File: src/rtl/lru_pr_pkg.sv
// Shared constants and types for the LRU page replacement block.
package lru_pr_pkg;

    localparam int MAX_FRAMES_DEF = 8;
    localparam int PAGE_BITS_DEF  = 8;

    localparam int CFG_W   = 4;
    localparam int FRAME_W = 3;
    localparam int FAULT_W = 16;

    localparam logic [CFG_W-1:0]   CFG_RESET = 4'd8;
    localparam logic [FAULT_W-1:0] FAULT_MAX = 16'hFFFF;

    typedef struct packed {
        logic               hit;
        logic [FRAME_W-1:0] frame_index;
        logic               evicted_valid;
        logic [FAULT_W-1:0] fault_total;
    } status_t;

endpackage

File: src/rtl/lru_page_replacement_top.sv
// LRU page replacement block: handshake, configuration register and result register.
// One page reference is accepted per clock cycle while the output is not stalled: the
// reference is captured in an input register, the tag compare, victim choice and rank
// update over all frames are computed together against that register, and the result
// is held in an output register until taken. The frame table updates as each result is
// registered, so back-to-back references see each other's effect. The user writes
// frames_in_use through cfg_we/cfg_wdata only while no item is in flight; the block
// does not enforce it. Zero acts as one frame and values above MAX_FRAMES as MAX_FRAMES.
module lru_page_replacement_top #(
    parameter int MAX_FRAMES = lru_pr_pkg::MAX_FRAMES_DEF,
    parameter int PAGE_BITS  = lru_pr_pkg::PAGE_BITS_DEF
) (
    input  logic                           aclk,
    input  logic                           aresetn,
    input  logic                           cfg_we,
    input  logic [lru_pr_pkg::CFG_W-1:0]   cfg_wdata,
    input  logic                           s_valid,
    output logic                           s_ready,
    input  logic [PAGE_BITS-1:0]           s_page_number,
    output logic                           m_valid,
    input  logic                           m_ready,
    output logic                           m_hit,
    output logic [lru_pr_pkg::FRAME_W-1:0] m_frame_index,
    output logic                           m_evicted_valid,
    output logic [PAGE_BITS-1:0]           m_evicted_page,
    output logic [lru_pr_pkg::FAULT_W-1:0] m_fault_total
);
    import lru_pr_pkg::*;

    logic [CFG_W-1:0]     cfg_reg;
    logic                 in_valid_reg, in_valid_next;
    logic [PAGE_BITS-1:0] in_page_reg;
    logic                 out_valid_reg, out_valid_next;
    status_t              status_reg;
    logic [PAGE_BITS-1:0] evicted_page_reg;
    status_t              status;
    logic [PAGE_BITS-1:0] evicted_page;
    logic                 advance, proc_en, in_take;

    assign advance = !out_valid_reg || m_ready;
    assign proc_en = in_valid_reg && advance;
    assign s_ready = !in_valid_reg || advance;
    assign in_take = s_valid && s_ready;

    assign in_valid_next  = in_take ? 1'b1 : (proc_en ? 1'b0 : in_valid_reg);
    assign out_valid_next = proc_en ? 1'b1 : (m_ready ? 1'b0 : out_valid_reg);

    lru_pr_core #(
        .MAX_FRAMES (MAX_FRAMES),
        .PAGE_BITS  (PAGE_BITS)
    ) u_core (
        .aclk          (aclk),
        .aresetn       (aresetn),
        .proc_en       (proc_en),
        .page_in       (in_page_reg),
        .frames_in_use (cfg_reg),
        .status        (status),
        .evicted_page  (evicted_page)
    );

    always_ff @(posedge aclk) begin
        if (!aresetn) begin
            cfg_reg       <= CFG_RESET;
            in_valid_reg  <= 1'b0;
            out_valid_reg <= 1'b0;
        end else begin
            if (cfg_we) begin
                cfg_reg <= cfg_wdata;
            end
            in_valid_reg  <= in_valid_next;
            out_valid_reg <= out_valid_next;
        end
    end

    always_ff @(posedge aclk) begin
        if (in_take) begin
            in_page_reg <= s_page_number;
        end
        if (proc_en) begin
            status_reg       <= status;
            evicted_page_reg <= evicted_page;
        end
    end

    assign m_valid         = out_valid_reg;
    assign m_hit           = status_reg.hit;
    assign m_frame_index   = status_reg.frame_index;
    assign m_evicted_valid = status_reg.evicted_valid;
    assign m_evicted_page  = evicted_page_reg;
    assign m_fault_total   = status_reg.fault_total;

endmodule

File: src/rtl/lru_pr_core.sv
// Frame table, recency ranks and fault counter with the combinational lookup and registered update.
module lru_pr_core #(
    parameter int MAX_FRAMES = lru_pr_pkg::MAX_FRAMES_DEF,
    parameter int PAGE_BITS  = lru_pr_pkg::PAGE_BITS_DEF
) (
    input  logic                         aclk,
    input  logic                         aresetn,
    input  logic                         proc_en,
    input  logic [PAGE_BITS-1:0]         page_in,
    input  logic [lru_pr_pkg::CFG_W-1:0] frames_in_use,
    output lru_pr_pkg::status_t          status,
    output logic [PAGE_BITS-1:0]         evicted_page
);
    import lru_pr_pkg::*;

    localparam int IDX_W  = (MAX_FRAMES > 1) ? $clog2(MAX_FRAMES) : 1;
    localparam int RANK_W = IDX_W;
    localparam int OLD_W  = RANK_W + 1;
    localparam logic [RANK_W-1:0] RANK_MAX = RANK_W'(MAX_FRAMES - 1);
    localparam logic [OLD_W-1:0]  OLD_MISS = OLD_W'(MAX_FRAMES);

    logic [PAGE_BITS-1:0] page_reg  [MAX_FRAMES];
    logic [RANK_W-1:0]    rank_reg  [MAX_FRAMES];
    logic [RANK_W-1:0]    rank_next [MAX_FRAMES];
    logic [MAX_FRAMES-1:0] valid_reg, valid_next;
    logic [FAULT_W-1:0]   fault_reg, fault_next, fault_upd;

    logic [MAX_FRAMES-1:0] active, match, empty;
    logic                 hit, has_empty, miss;
    logic [IDX_W-1:0]     hit_idx, empty_idx, vic_idx, tgt;
    logic [RANK_W-1:0]    best;
    logic [OLD_W-1:0]     old_rank;

    always_comb begin
        for (int i = 0; i < MAX_FRAMES; i++) begin
            active[i] = (i == 0) || (i < int'(frames_in_use));
            match[i]  = active[i] && valid_reg[i] && (page_reg[i] == page_in);
            empty[i]  = active[i] && !valid_reg[i];
        end
    end

    always_comb begin
        hit_idx   = '0;
        empty_idx = '0;
        for (int i = MAX_FRAMES - 1; i >= 0; i--) begin
            if (match[i]) begin
                hit_idx = IDX_W'(i);
            end
            if (empty[i]) begin
                empty_idx = IDX_W'(i);
            end
        end
    end

    // Largest rank wins; strict compare keeps the lowest index among ties.
    always_comb begin
        best    = '0;
        vic_idx = '0;
        for (int i = 0; i < MAX_FRAMES; i++) begin
            if (active[i] && (rank_reg[i] > best)) begin
                best    = rank_reg[i];
                vic_idx = IDX_W'(i);
            end
        end
    end

    assign hit       = |match;
    assign has_empty = |empty;
    assign miss      = !hit;
    assign tgt       = hit ? hit_idx : (has_empty ? empty_idx : vic_idx);
    assign old_rank  = hit ? {1'b0, rank_reg[hit_idx]} : OLD_MISS;
    assign fault_upd = (miss && (fault_reg != FAULT_MAX)) ? fault_reg + 1'b1 : fault_reg;

    always_comb begin
        valid_next = valid_reg;
        fault_next = fault_reg;
        for (int i = 0; i < MAX_FRAMES; i++) begin
            rank_next[i] = rank_reg[i];
        end
        if (proc_en) begin
            fault_next = fault_upd;
            for (int i = 0; i < MAX_FRAMES; i++) begin
                if (IDX_W'(i) == tgt) begin
                    rank_next[i] = '0;
                end else if (active[i] && valid_reg[i] &&
                             ({1'b0, rank_reg[i]} < old_rank) && (rank_reg[i] < RANK_MAX)) begin
                    rank_next[i] = rank_reg[i] + 1'b1;
                end
            end
            if (miss) begin
                valid_next[tgt] = 1'b1;
            end
        end
    end

    always_ff @(posedge aclk) begin
        if (!aresetn) begin
            valid_reg <= '0;
            fault_reg <= '0;
            for (int i = 0; i < MAX_FRAMES; i++) begin
                rank_reg[i] <= '0;
            end
        end else begin
            valid_reg <= valid_next;
            fault_reg <= fault_next;
            for (int i = 0; i < MAX_FRAMES; i++) begin
                rank_reg[i] <= rank_next[i];
            end
        end
    end

    always_ff @(posedge aclk) begin
        if (proc_en && miss) begin
            page_reg[tgt] <= page_in;
        end
    end

    assign status.hit           = hit;
    assign status.frame_index   = FRAME_W'(tgt);
    assign status.evicted_valid = miss && !has_empty;
    assign status.fault_total   = fault_upd;
    assign evicted_page         = (miss && !has_empty) ? page_reg[vic_idx] : '0;

    a_hit_no_evict: assert property (@(posedge aclk) disable iff (!aresetn)
        proc_en && hit |-> !status.evicted_valid)
        else $error("eviction reported on a hit");

    a_evict_full: assert property (@(posedge aclk) disable iff (!aresetn)
        proc_en && status.evicted_valid |-> ((valid_reg & active) == active))
        else $error("eviction while an active frame is empty");

    a_target_recent: assert property (@(posedge aclk) disable iff (!aresetn)
        proc_en |=> valid_reg[$past(tgt)] && (rank_reg[$past(tgt)] == '0))
        else $error("target frame not valid and most recent after update");

    a_fault_mono: assert property (@(posedge aclk) disable iff (!aresetn)
        1'b1 |=> fault_reg >= $past(fault_reg))
        else $error("fault counter decreased");

endmodule

File: config.mk
export PLATFORM = sky130hd
export DESIGN_NAME = lru_page_replacement_top
export DESIGN_NICKNAME = d
export VERILOG_FILES = /design/src/rtl/lru_pr_pkg.sv /design/src/rtl/lru_page_replacement_top.sv /design/src/rtl/lru_pr_core.sv
export SDC_FILE = /design/constraint.sdc
export NUM_CORES = 1
export LEC_CHECK = 0
export ABC_AREA = 1
export BUFFER_PORTS_ARGS = -buffer_cell sky130_fd_sc_hd__buf_2
export CAP_MARGIN = 20
export CORE_MARGIN = 5
export CORE_UTILIZATION = 60
export CTS_CLUSTER_SIZE = 24
export DETAILED_ROUTE_END_ITERATION = 12
export GPL_ROUTABILITY_DRIVEN = 0
export PLACE_DENSITY = 0.89
export SYNTH_ARGS = -nofsm -noshare
export SYNTH_HDL_FRONTEND = slang
export SYNTH_SLANG_ARGS = --single-unit
File: constraint.sdc
create_clock -name aclk -period 9.7 [get_ports aclk]
set_clock_uncertainty 0.2 [all_clocks]
set_input_delay 0.485 -clock aclk [delete_from_list [all_inputs] [get_ports aclk]]
set_output_delay 0.485 -clock aclk [all_outputs]
set_load 0.05 [all_outputs]
# == Word-level counts from Yosys, hierarchy flattened ==
# Memories as Yosys holds them, arrays and structs flattened. A register that Yosys moved wholly into a read port is not among the register bits.
# Cells that the tools add are included.
# totals
regBits,59
mem_bits_rw,88
input_bits,17
out_inout_bits,31
wordCells,221
memories,2
# op_classes
add_sub_neg,9
n_lt_le_gt_ge,33
n_eq_ne,16
n_mux,69
bitwise_logic,10
n_reduce_logical,72
# mem_list
name,depth,word_bits,read_ports,rd_clocked_by_memory_dff,wr,line_no,text
u_core.page_reg,8,8,9,1,1,lru_pr_core.sv:22,logic [PAGE_BITS-1:0] page_reg [MAX_FRAMES];
u_core.rank_reg,8,3,9,0,8,lru_pr_core.sv:23,logic [RANK_W-1:0] rank_reg [MAX_FRAMES];
# op_table
op,n
$mux W3,53
$eq A8 B8 Y1,8
$logic_and A1 B1 Y1,51
$lt A3 B4 Y1,8
$add A3 B1 Y3 const B,8
$lt A3 B3 Y1 const B,8
$mux W24,1
$gt A3 B3 Y1,7
$add A16 B1 Y16 const B,1
$lt A3 B4 Y1 const A,4
$mux W16,1
$ne A16 B16 Y1 const B,1
$reduce_or A8 Y1,2
$logic_not A1 Y1,13
$eq A3 B3 Y1 const A,4
$mux W1,10
$lt A2 B4 Y1 const A,2
$or A1 B1 Y1,8
$or A8 B8 Y8,1
$eq A2 B3 Y1 const A,2
$lt A1 B4 Y1 const A,1
$lt A3 B4 Y1 const B,1
$mux W2,2
$mux W4,1
other kinds (9),11

# == Depth between registers and ports, before layout ==
# An unclocked memory read counts as a cell.
# depth
word_depth,31
ltp_mapped,64
ltp_nobuf,64

# == By module ==
# Synthesis repeated with hierarchy kept, for this count alone.
# hier_totals
hier_cells,1150
hier_area_um2,9491.6
# modules_own_cells
mod,instances,cells_per_inst,area_each_um2,seq_area_each_um2
lru_pr_core,1,1083,8151.6,2882.8
lru_page_replacement_top,1,67,1340.0,1231.2

# == Worst setup path after synthesis ==
# OpenSTA, ideal clock, no wires.
# synth_timing
kind,reg-to-reg
from,mem u_core.rank_reg[0][0] in the netlist's numbering
to,"mem u_core.page_reg[0][0] in the netlist's numbering, enable pin"
setup_time_ps,370
arrival_ps,8133
required_time_ps,9130
path_slack_ps,997
stages_incl_launch_ff,58
n_path_buf,0
period_less_slack_ps,8703
cell_sequence,dfxtp_1 -> inv_1 -> ha_1 -> a21oi_1 -> inv_1 -> ha_1 -> nand3_1 -> nand2_1 -> nand2_4 -> nand2_1 -> o21ai_0 -> ha_1 -> nor2_1 -> or2_2 -> nand3_1 -> nand3_2 -> nand2_2 -> nand2_1 -> [22 not listed] -> ha_1 -> nand2_1 -> o21ai_0 -> o211ai_1 -> nand2_1 -> o21ai_0 -> ha_1 -> a21oi_1 -> o21ai_0 -> nand3_1 -> nand2_1 -> inv_1 -> nand4_1 -> nand2_1 -> nand2_2 -> nor2_2 -> nand2_1 -> nor2_1
# synth_lines
element,line_no
from (decl),lru_pr_core.sv:23
to (decl),lru_pr_core.sv:22

==> flow_summary.html <==
<table>
<tr><th>Metric</th><th>Value</th></tr>
<tr><th colspan="2">Power and ir drop</th></tr>
<tr><td>Power per unit of standard cell area</td><td>150 nW/um^2</td></tr>
<tr><td>Leakage power summed over all cells</td><td>between 0.004 and 0.005 uW</td></tr>
<tr><td>Tot Pwr</td><td>about 1600 uW</td></tr>
<tr><td>Maximum ir drop on the vdd rail</td><td>about 0.00013 V</td></tr>
<tr><th colspan="2">Floorplanning</th></tr>
<tr><td>IO Count</td><td>48</td></tr>
<tr><td>Number of standard-cell rows in the floorplan</td><td>between 40 and 50</td></tr>
<tr><td>Std-Cell Core Area</td><td>between 15000 and 20000 sq um</td></tr>
<tr><td>Die extent in y</td><td>~130 microns</td></tr>
<tr><td>Area of the die</td><td>about 18000 sq um</td></tr>
<tr><td>Initial Util</td><td>60.8%</td></tr>
<tr><td>Chip width</td><td>134 microns</td></tr>
<tr><th colspan="2">Synthesis</th></tr>
<tr><td>Share of the synthesized area in the top cell type</td><td>33.0%</td></tr>
<tr><td>Post-Synthesis Cell Area</td><td>9200 sq um</td></tr>
<tr><td>Register bit total from synthesis</td><td>between 150 and 200</td></tr>
<tr><td>Mean instance size in the synthesized netlist</td><td>8.15 sq um</td></tr>
<tr><td>Synthesis Warnings</td><td>0</td></tr>
<tr><td>Post-synth EDFFs</td><td>101</td></tr>
<tr><td>Post-Synth XOR/XNOR Area</td><td>5.80%</td></tr>
<tr><td>Count of unique library cells instantiated by Yosys</td><td>41</td></tr>
<tr><td>Ranking of synthesized cells by area</td><td>sky130_fd_sc_hd__edfxtp_1 33%, sky130_fd_sc_hd__dfxtp_1 12%, sky130_fd_sc_hd__nand2_1 8.7%</td></tr>
<tr><td>Post-synthesis net count</td><td>1185</td></tr>
<tr><td>Post-synthesis share of cell area spent on full adders, half adders and majority gates</td><td>5.30%</td></tr>
<tr><td>Synthesized-area fraction occupied by ao, oa, aoi and oai cells</td><td>between 10% and 20%</td></tr>
<tr><td>Fraction of registers with async set or reset after synthesis</td><td>0%</td></tr>
<tr><td>Part of the Yosys area used for sequential elements</td><td>44.7%</td></tr>
<tr><td>Post-synthesis cell count</td><td>1129</td></tr>
<tr><td>Most used flip-flop cell after synthesis</td><td>sky130_fd_sc_hd__edfxtp_1</td></tr>
<tr><td>Simple logic cell fraction of the synthesized area</td><td>23.8%</td></tr>
<tr><td>Main combinational cell family by area after synthesis</td><td>simple AND/OR/NAND/NOR gates</td></tr>
<tr><td>Area leader, netlist</td><td>sky130_fd_sc_hd__edfxtp_1</td></tr>
<tr><td>Proportion of synthesized area in mux cells</td><td>0%</td></tr>
<tr><th colspan="2">Routing</th></tr>
<tr><td>Iteration-0 DRC count of the detailed router</td><td>1091</td></tr>
<tr><td>Via Count</td><td>8263</td></tr>
<tr><td>Final routed wirelength across all metal layers</td><td>23900 microns</td></tr>
<tr><td>DRT antenna net count</td><td>0</td></tr>
<tr><td>Final routed wire length divided by cell count</td><td>17.4 microns</td></tr>
<tr><td>First-pass detailed-route iteration total</td><td>7</td></tr>
<tr><td>Residual DRC count</td><td>0</td></tr>
<tr><td>Via density per instance</td><td>6.00</td></tr>
<tr><th colspan="2">STA</th></tr>
<tr><td>Final-report hold violation count</td><td>0</td></tr>
<tr><td>Min Clock Period, post-route</td><td>roughly 9.4 ns</td></tr>
<tr><td>Slew @ Worst Pin</td><td>between 0.9 and 1 ns</td></tr>
<tr><td>Final Slew Violations</td><td>0</td></tr>
<tr><td>Final worst-path cycle share</td><td>a little over nine tenths</td></tr>
<tr><td>Fmax achieved</td><td>approximately 110 MHz</td></tr>
<tr><td>Unrepaired setup endpoints after global routing</td><td>yes</td></tr>
<tr><td>Final count of negative-setup-slack endpoints</td><td>0</td></tr>
<tr><td>Max transition margin</td><td>39.7%</td></tr>
<tr><td>Post-route setup slack</td><td>around 0.34 ns</td></tr>
<tr><th colspan="2">Setup path</th></tr>
<tr><td>Largest stage delay on the critical path</td><td>~0.49 ns</td></tr>
<tr><td>Cell with the most instances on the worst path</td><td>sky130_fd_sc_hd__nand2_1</td></tr>
<tr><td>Cell with the largest stage delay on the worst path</td><td>sky130_fd_sc_hd__dfxtp_1</td></tr>
<tr><td>Category of the worst setup path launch point</td><td>register</td></tr>
<tr><td>Sort of element at the end of the critical path</td><td>register</td></tr>
<tr><td>Highest net fanout along the worst path</td><td>8</td></tr>
<tr><td>CP arrival</td><td>around 9.3 ns</td></tr>
<tr><td>Type of the worst setup path</td><td>register to register</td></tr>
<tr><td>Worst path required time</td><td>9.65 ns</td></tr>
<tr><th colspan="2">Final layout</th></tr>
<tr><td>Post-layout nets</td><td>1233</td></tr>
<tr><td>Number of diodes added for antenna fixing</td><td>0</td></tr>
<tr><td>Total of fill cells in the finished design</td><td>1078</td></tr>
<tr><td>Share of final-layout standard cells stronger than drive strength 1</td><td>13.8%</td></tr>
<tr><td>Non-filler cells, final</td><td>approximately 1400</td></tr>
<tr><td>Flip-flop count of the largest register, all copies and words added</td><td>64</td></tr>
<tr><td>Area growth syn-to-layout</td><td>12.0%</td></tr>
<tr><th colspan="2">Global route</th></tr>
<tr><td>Number of global-route vias before repair</td><td>7866</td></tr>
<tr><td>Antenna violations before repair</td><td>0</td></tr>
<tr><td>Pin count of the biggest net entering global routing</td><td>62</td></tr>
<tr><td>First-pass GRT wire length</td><td>around 38000 microns</td></tr>
<tr><td>Overall routing resource usage</td><td>26.2%</td></tr>
<tr><td>Grt ovf</td><td>0</td></tr>
<tr><th colspan="2">Clock tree</th></tr>
<tr><td>Clock latency reported for the late side of the worst-skew pair</td><td>between 0.4 and 0.5 ns</td></tr>
<tr><td>Sinks on Clock Net</td><td>between 150 and 200</td></tr>
<tr><td>Largest buffer count on any clock path</td><td>2</td></tr>
<tr><td>Clock tree from TritonCTS</td><td>yes</td></tr>
<tr><td>Reg clk slew, reported paths</td><td>0.06 ns</td></tr>
<tr><td>Library cell used as clock root buffer</td><td>sky130_fd_sc_hd__clkbuf_16</td></tr>
<tr><td>Total of hold buffers inserted after clock tree synthesis</td><td>0</td></tr>
<tr><td>CTS HTree Levels</td><td>4</td></tr>
<tr><td>Clock buffer count from CTS</td><td>17</td></tr>
<tr><th colspan="2">Worst hold path</th></tr>
<tr><td>Worst Hold Class</td><td>primary input to register</td></tr>
<tr><th colspan="2">Placed design</th></tr>
<tr><td>Placement Setup Slack</td><td>-0.00320 ns</td></tr>
<tr><td>HPWL after detailed placement</td><td>15900 microns</td></tr>
<tr><td>Number of buffer cells added on primary ports</td><td>47</td></tr>
<tr><td>Cell count after placement</td><td>1336</td></tr>
<tr><th colspan="2">Run status</th></tr>
<tr><td>Status</td><td>complete, no violations</td></tr>
<tr><th colspan="2">Job</th></tr>
<tr><td>Maximum Capacitance Violations</td><td>0</td></tr>
</table>
metrics by stage:
stage	instance area, sq um	utilization (%)	hold slack [ns]	TNS, ns
CTS	10100	67.0	0.0154	0
finish	10300	68.0	0.0188	0
global placement	9530	62.9	0.266	0
detailed placement	9530	62.9	0.274	-0.0248
global route	10300	68.0	0.0242	-5.15
floorplan	9200	-	0.250	0
routing by layer:
metal | share of wire, % | global-route usage [%]
met4 | 4.5 | 13.2
met3 | 9.7 | 5.48
met5 | 0 | 0
met2 | 46 | 42.4
met1 | 40 | 33.6
critical path, delay by kind of cell, from the launching register on:
| kind | cells | cell delay [ns] |
|---|---|---|
| adder cells (fa/ha/maj) | 7 | 2.00 |
| buffers and inverters | 9 | 1.03 |
| flip-flops | 1 | 0.49 |
| AO/OA/AOI/OAI | 12 | 1.74 |
| AND/OR/NAND/NOR | 32 | 3.63 |
worst paths after layout:
check                                                        start                                to  slack, ns  depth (start not counted)
worst max-delay path            u_core.rank_reg[0][2]$_SDFFE_PN0P_   u_core.page_reg[7][2]$_DFFE_PP_       0.34                         60
worst min-delay path                              s_page_number[7]          in_page_reg[7]$_DFFE_PP_       0.02                          1
worst max register to register  u_core.rank_reg[0][2]$_SDFFE_PN0P_   u_core.page_reg[7][2]$_DFFE_PP_       0.34                         60
worst min register to register    u_core.valid_reg[5]$_SDFFE_PN0P_  u_core.valid_reg[5]$_SDFFE_PN0P_       0.29                          2
cell usage after synthesis, types with 2 or more instances:
library cell and count:
sky130_fd_sc_hd__a21boi_0 5, sky130_fd_sc_hd__a21oi_1 99, sky130_fd_sc_hd__a21oi_2 2, sky130_fd_sc_hd__buf_1 2, sky130_fd_sc_hd__buf_2 13, sky130_fd_sc_hd__buf_4 6, sky130_fd_sc_hd__buf_6 2, sky130_fd_sc_hd__clkbuf_1 10
sky130_fd_sc_hd__dfxtp_1 54, sky130_fd_sc_hd__edfxtp_1 101, sky130_fd_sc_hd__ha_1 39, sky130_fd_sc_hd__inv_1 152, sky130_fd_sc_hd__inv_2 5, sky130_fd_sc_hd__nand2_1 214, sky130_fd_sc_hd__nand2_2 20, sky130_fd_sc_hd__nand2_4 5
sky130_fd_sc_hd__nand3_1 89, sky130_fd_sc_hd__nand3_2 8, sky130_fd_sc_hd__nand4_1 26, sky130_fd_sc_hd__nor2_1 74, sky130_fd_sc_hd__nor2_2 3, sky130_fd_sc_hd__nor3_1 14, sky130_fd_sc_hd__nor4_1 6, sky130_fd_sc_hd__o211ai_1 6
sky130_fd_sc_hd__o21a_1 2, sky130_fd_sc_hd__o21ai_0 79, sky130_fd_sc_hd__o21ai_1 2, sky130_fd_sc_hd__o21bai_1 2, sky130_fd_sc_hd__o22ai_1 4, sky130_fd_sc_hd__or2_0 5, sky130_fd_sc_hd__or2_2 11, sky130_fd_sc_hd__xnor2_1 21
sky130_fd_sc_hd__xor2_1 40
cell families (layout without fill, tap and decap cells):
kind of cell             count (synthesis)  count (layout)
flip-flops                             155             155
AO/OA/AOI/OAI                          207             207
adder cells (fa/ha/maj)                 39              39
XOR/XNOR                                61              61
AND/OR/NAND/NOR                        476             476
buffers and inverters                  191             252
report_power, final:
group / internal, uW / switching, uW / leakage, uW
clock: 426 / 268 / 0.000296
sequential: 722 / 21.2 / 0.00138
combinational: 30.8 / 82.0 / 0.00273
total: 1180 / 371 / 0.00440
cell usage in the layout (no fill, tap or decap), types with 4 or more instances in the layout:
cell type / count
sky130_fd_sc_hd__edfxtp_1: 101
sky130_fd_sc_hd__clkbuf_16: 17
sky130_fd_sc_hd__a21oi_1: 97
sky130_fd_sc_hd__inv_2: 9
sky130_fd_sc_hd__o22ai_1: 4
sky130_fd_sc_hd__o211ai_1: 6
sky130_fd_sc_hd__a21boi_0: 5
sky130_fd_sc_hd__nor4_1: 6
sky130_fd_sc_hd__nor3_1: 14
sky130_fd_sc_hd__o21ai_0: 73
sky130_fd_sc_hd__nand4_1: 26
sky130_fd_sc_hd__nand2_4: 6
sky130_fd_sc_hd__xnor2_1: 21
sky130_fd_sc_hd__o21ai_1: 7
sky130_fd_sc_hd__or2_0: 5
sky130_fd_sc_hd__buf_2: 47
sky130_fd_sc_hd__nand2_1: 212
sky130_fd_sc_hd__buf_4: 14
sky130_fd_sc_hd__nand3_2: 7
sky130_fd_sc_hd__or2_2: 11
sky130_fd_sc_hd__nor2_4: 4
sky130_fd_sc_hd__nor2_1: 73
sky130_fd_sc_hd__ha_1: 39
sky130_fd_sc_hd__nand2_2: 21
sky130_fd_sc_hd__dfxtp_1: 52
sky130_fd_sc_hd__inv_1: 144
sky130_fd_sc_hd__nand3_1: 88
sky130_fd_sc_hd__a21oi_2: 4
sky130_fd_sc_hd__xor2_1: 40
final cells by class:
class                           instances  area [sq um]  area share [%]
Inverter                              158           608            5.90
Sequential cell                       155          4120            39.9
Multi-Input combinational cell        783          4380            42.5
Clock inverter                          9           133            1.29
Clock buffer                           23           478            4.64
Timing Repair Buffer                   62           352            3.41
Tap cell                              188           235            2.28
repair_timing:
action,in CTS,in global routing
resized for setup,2,32
buffers inserted,0,9
gates cloned,0,1
endpoints found under the setup margin,16,106
pin swaps,0,9
Note: power is estimated with default switching activity, not from simulation.
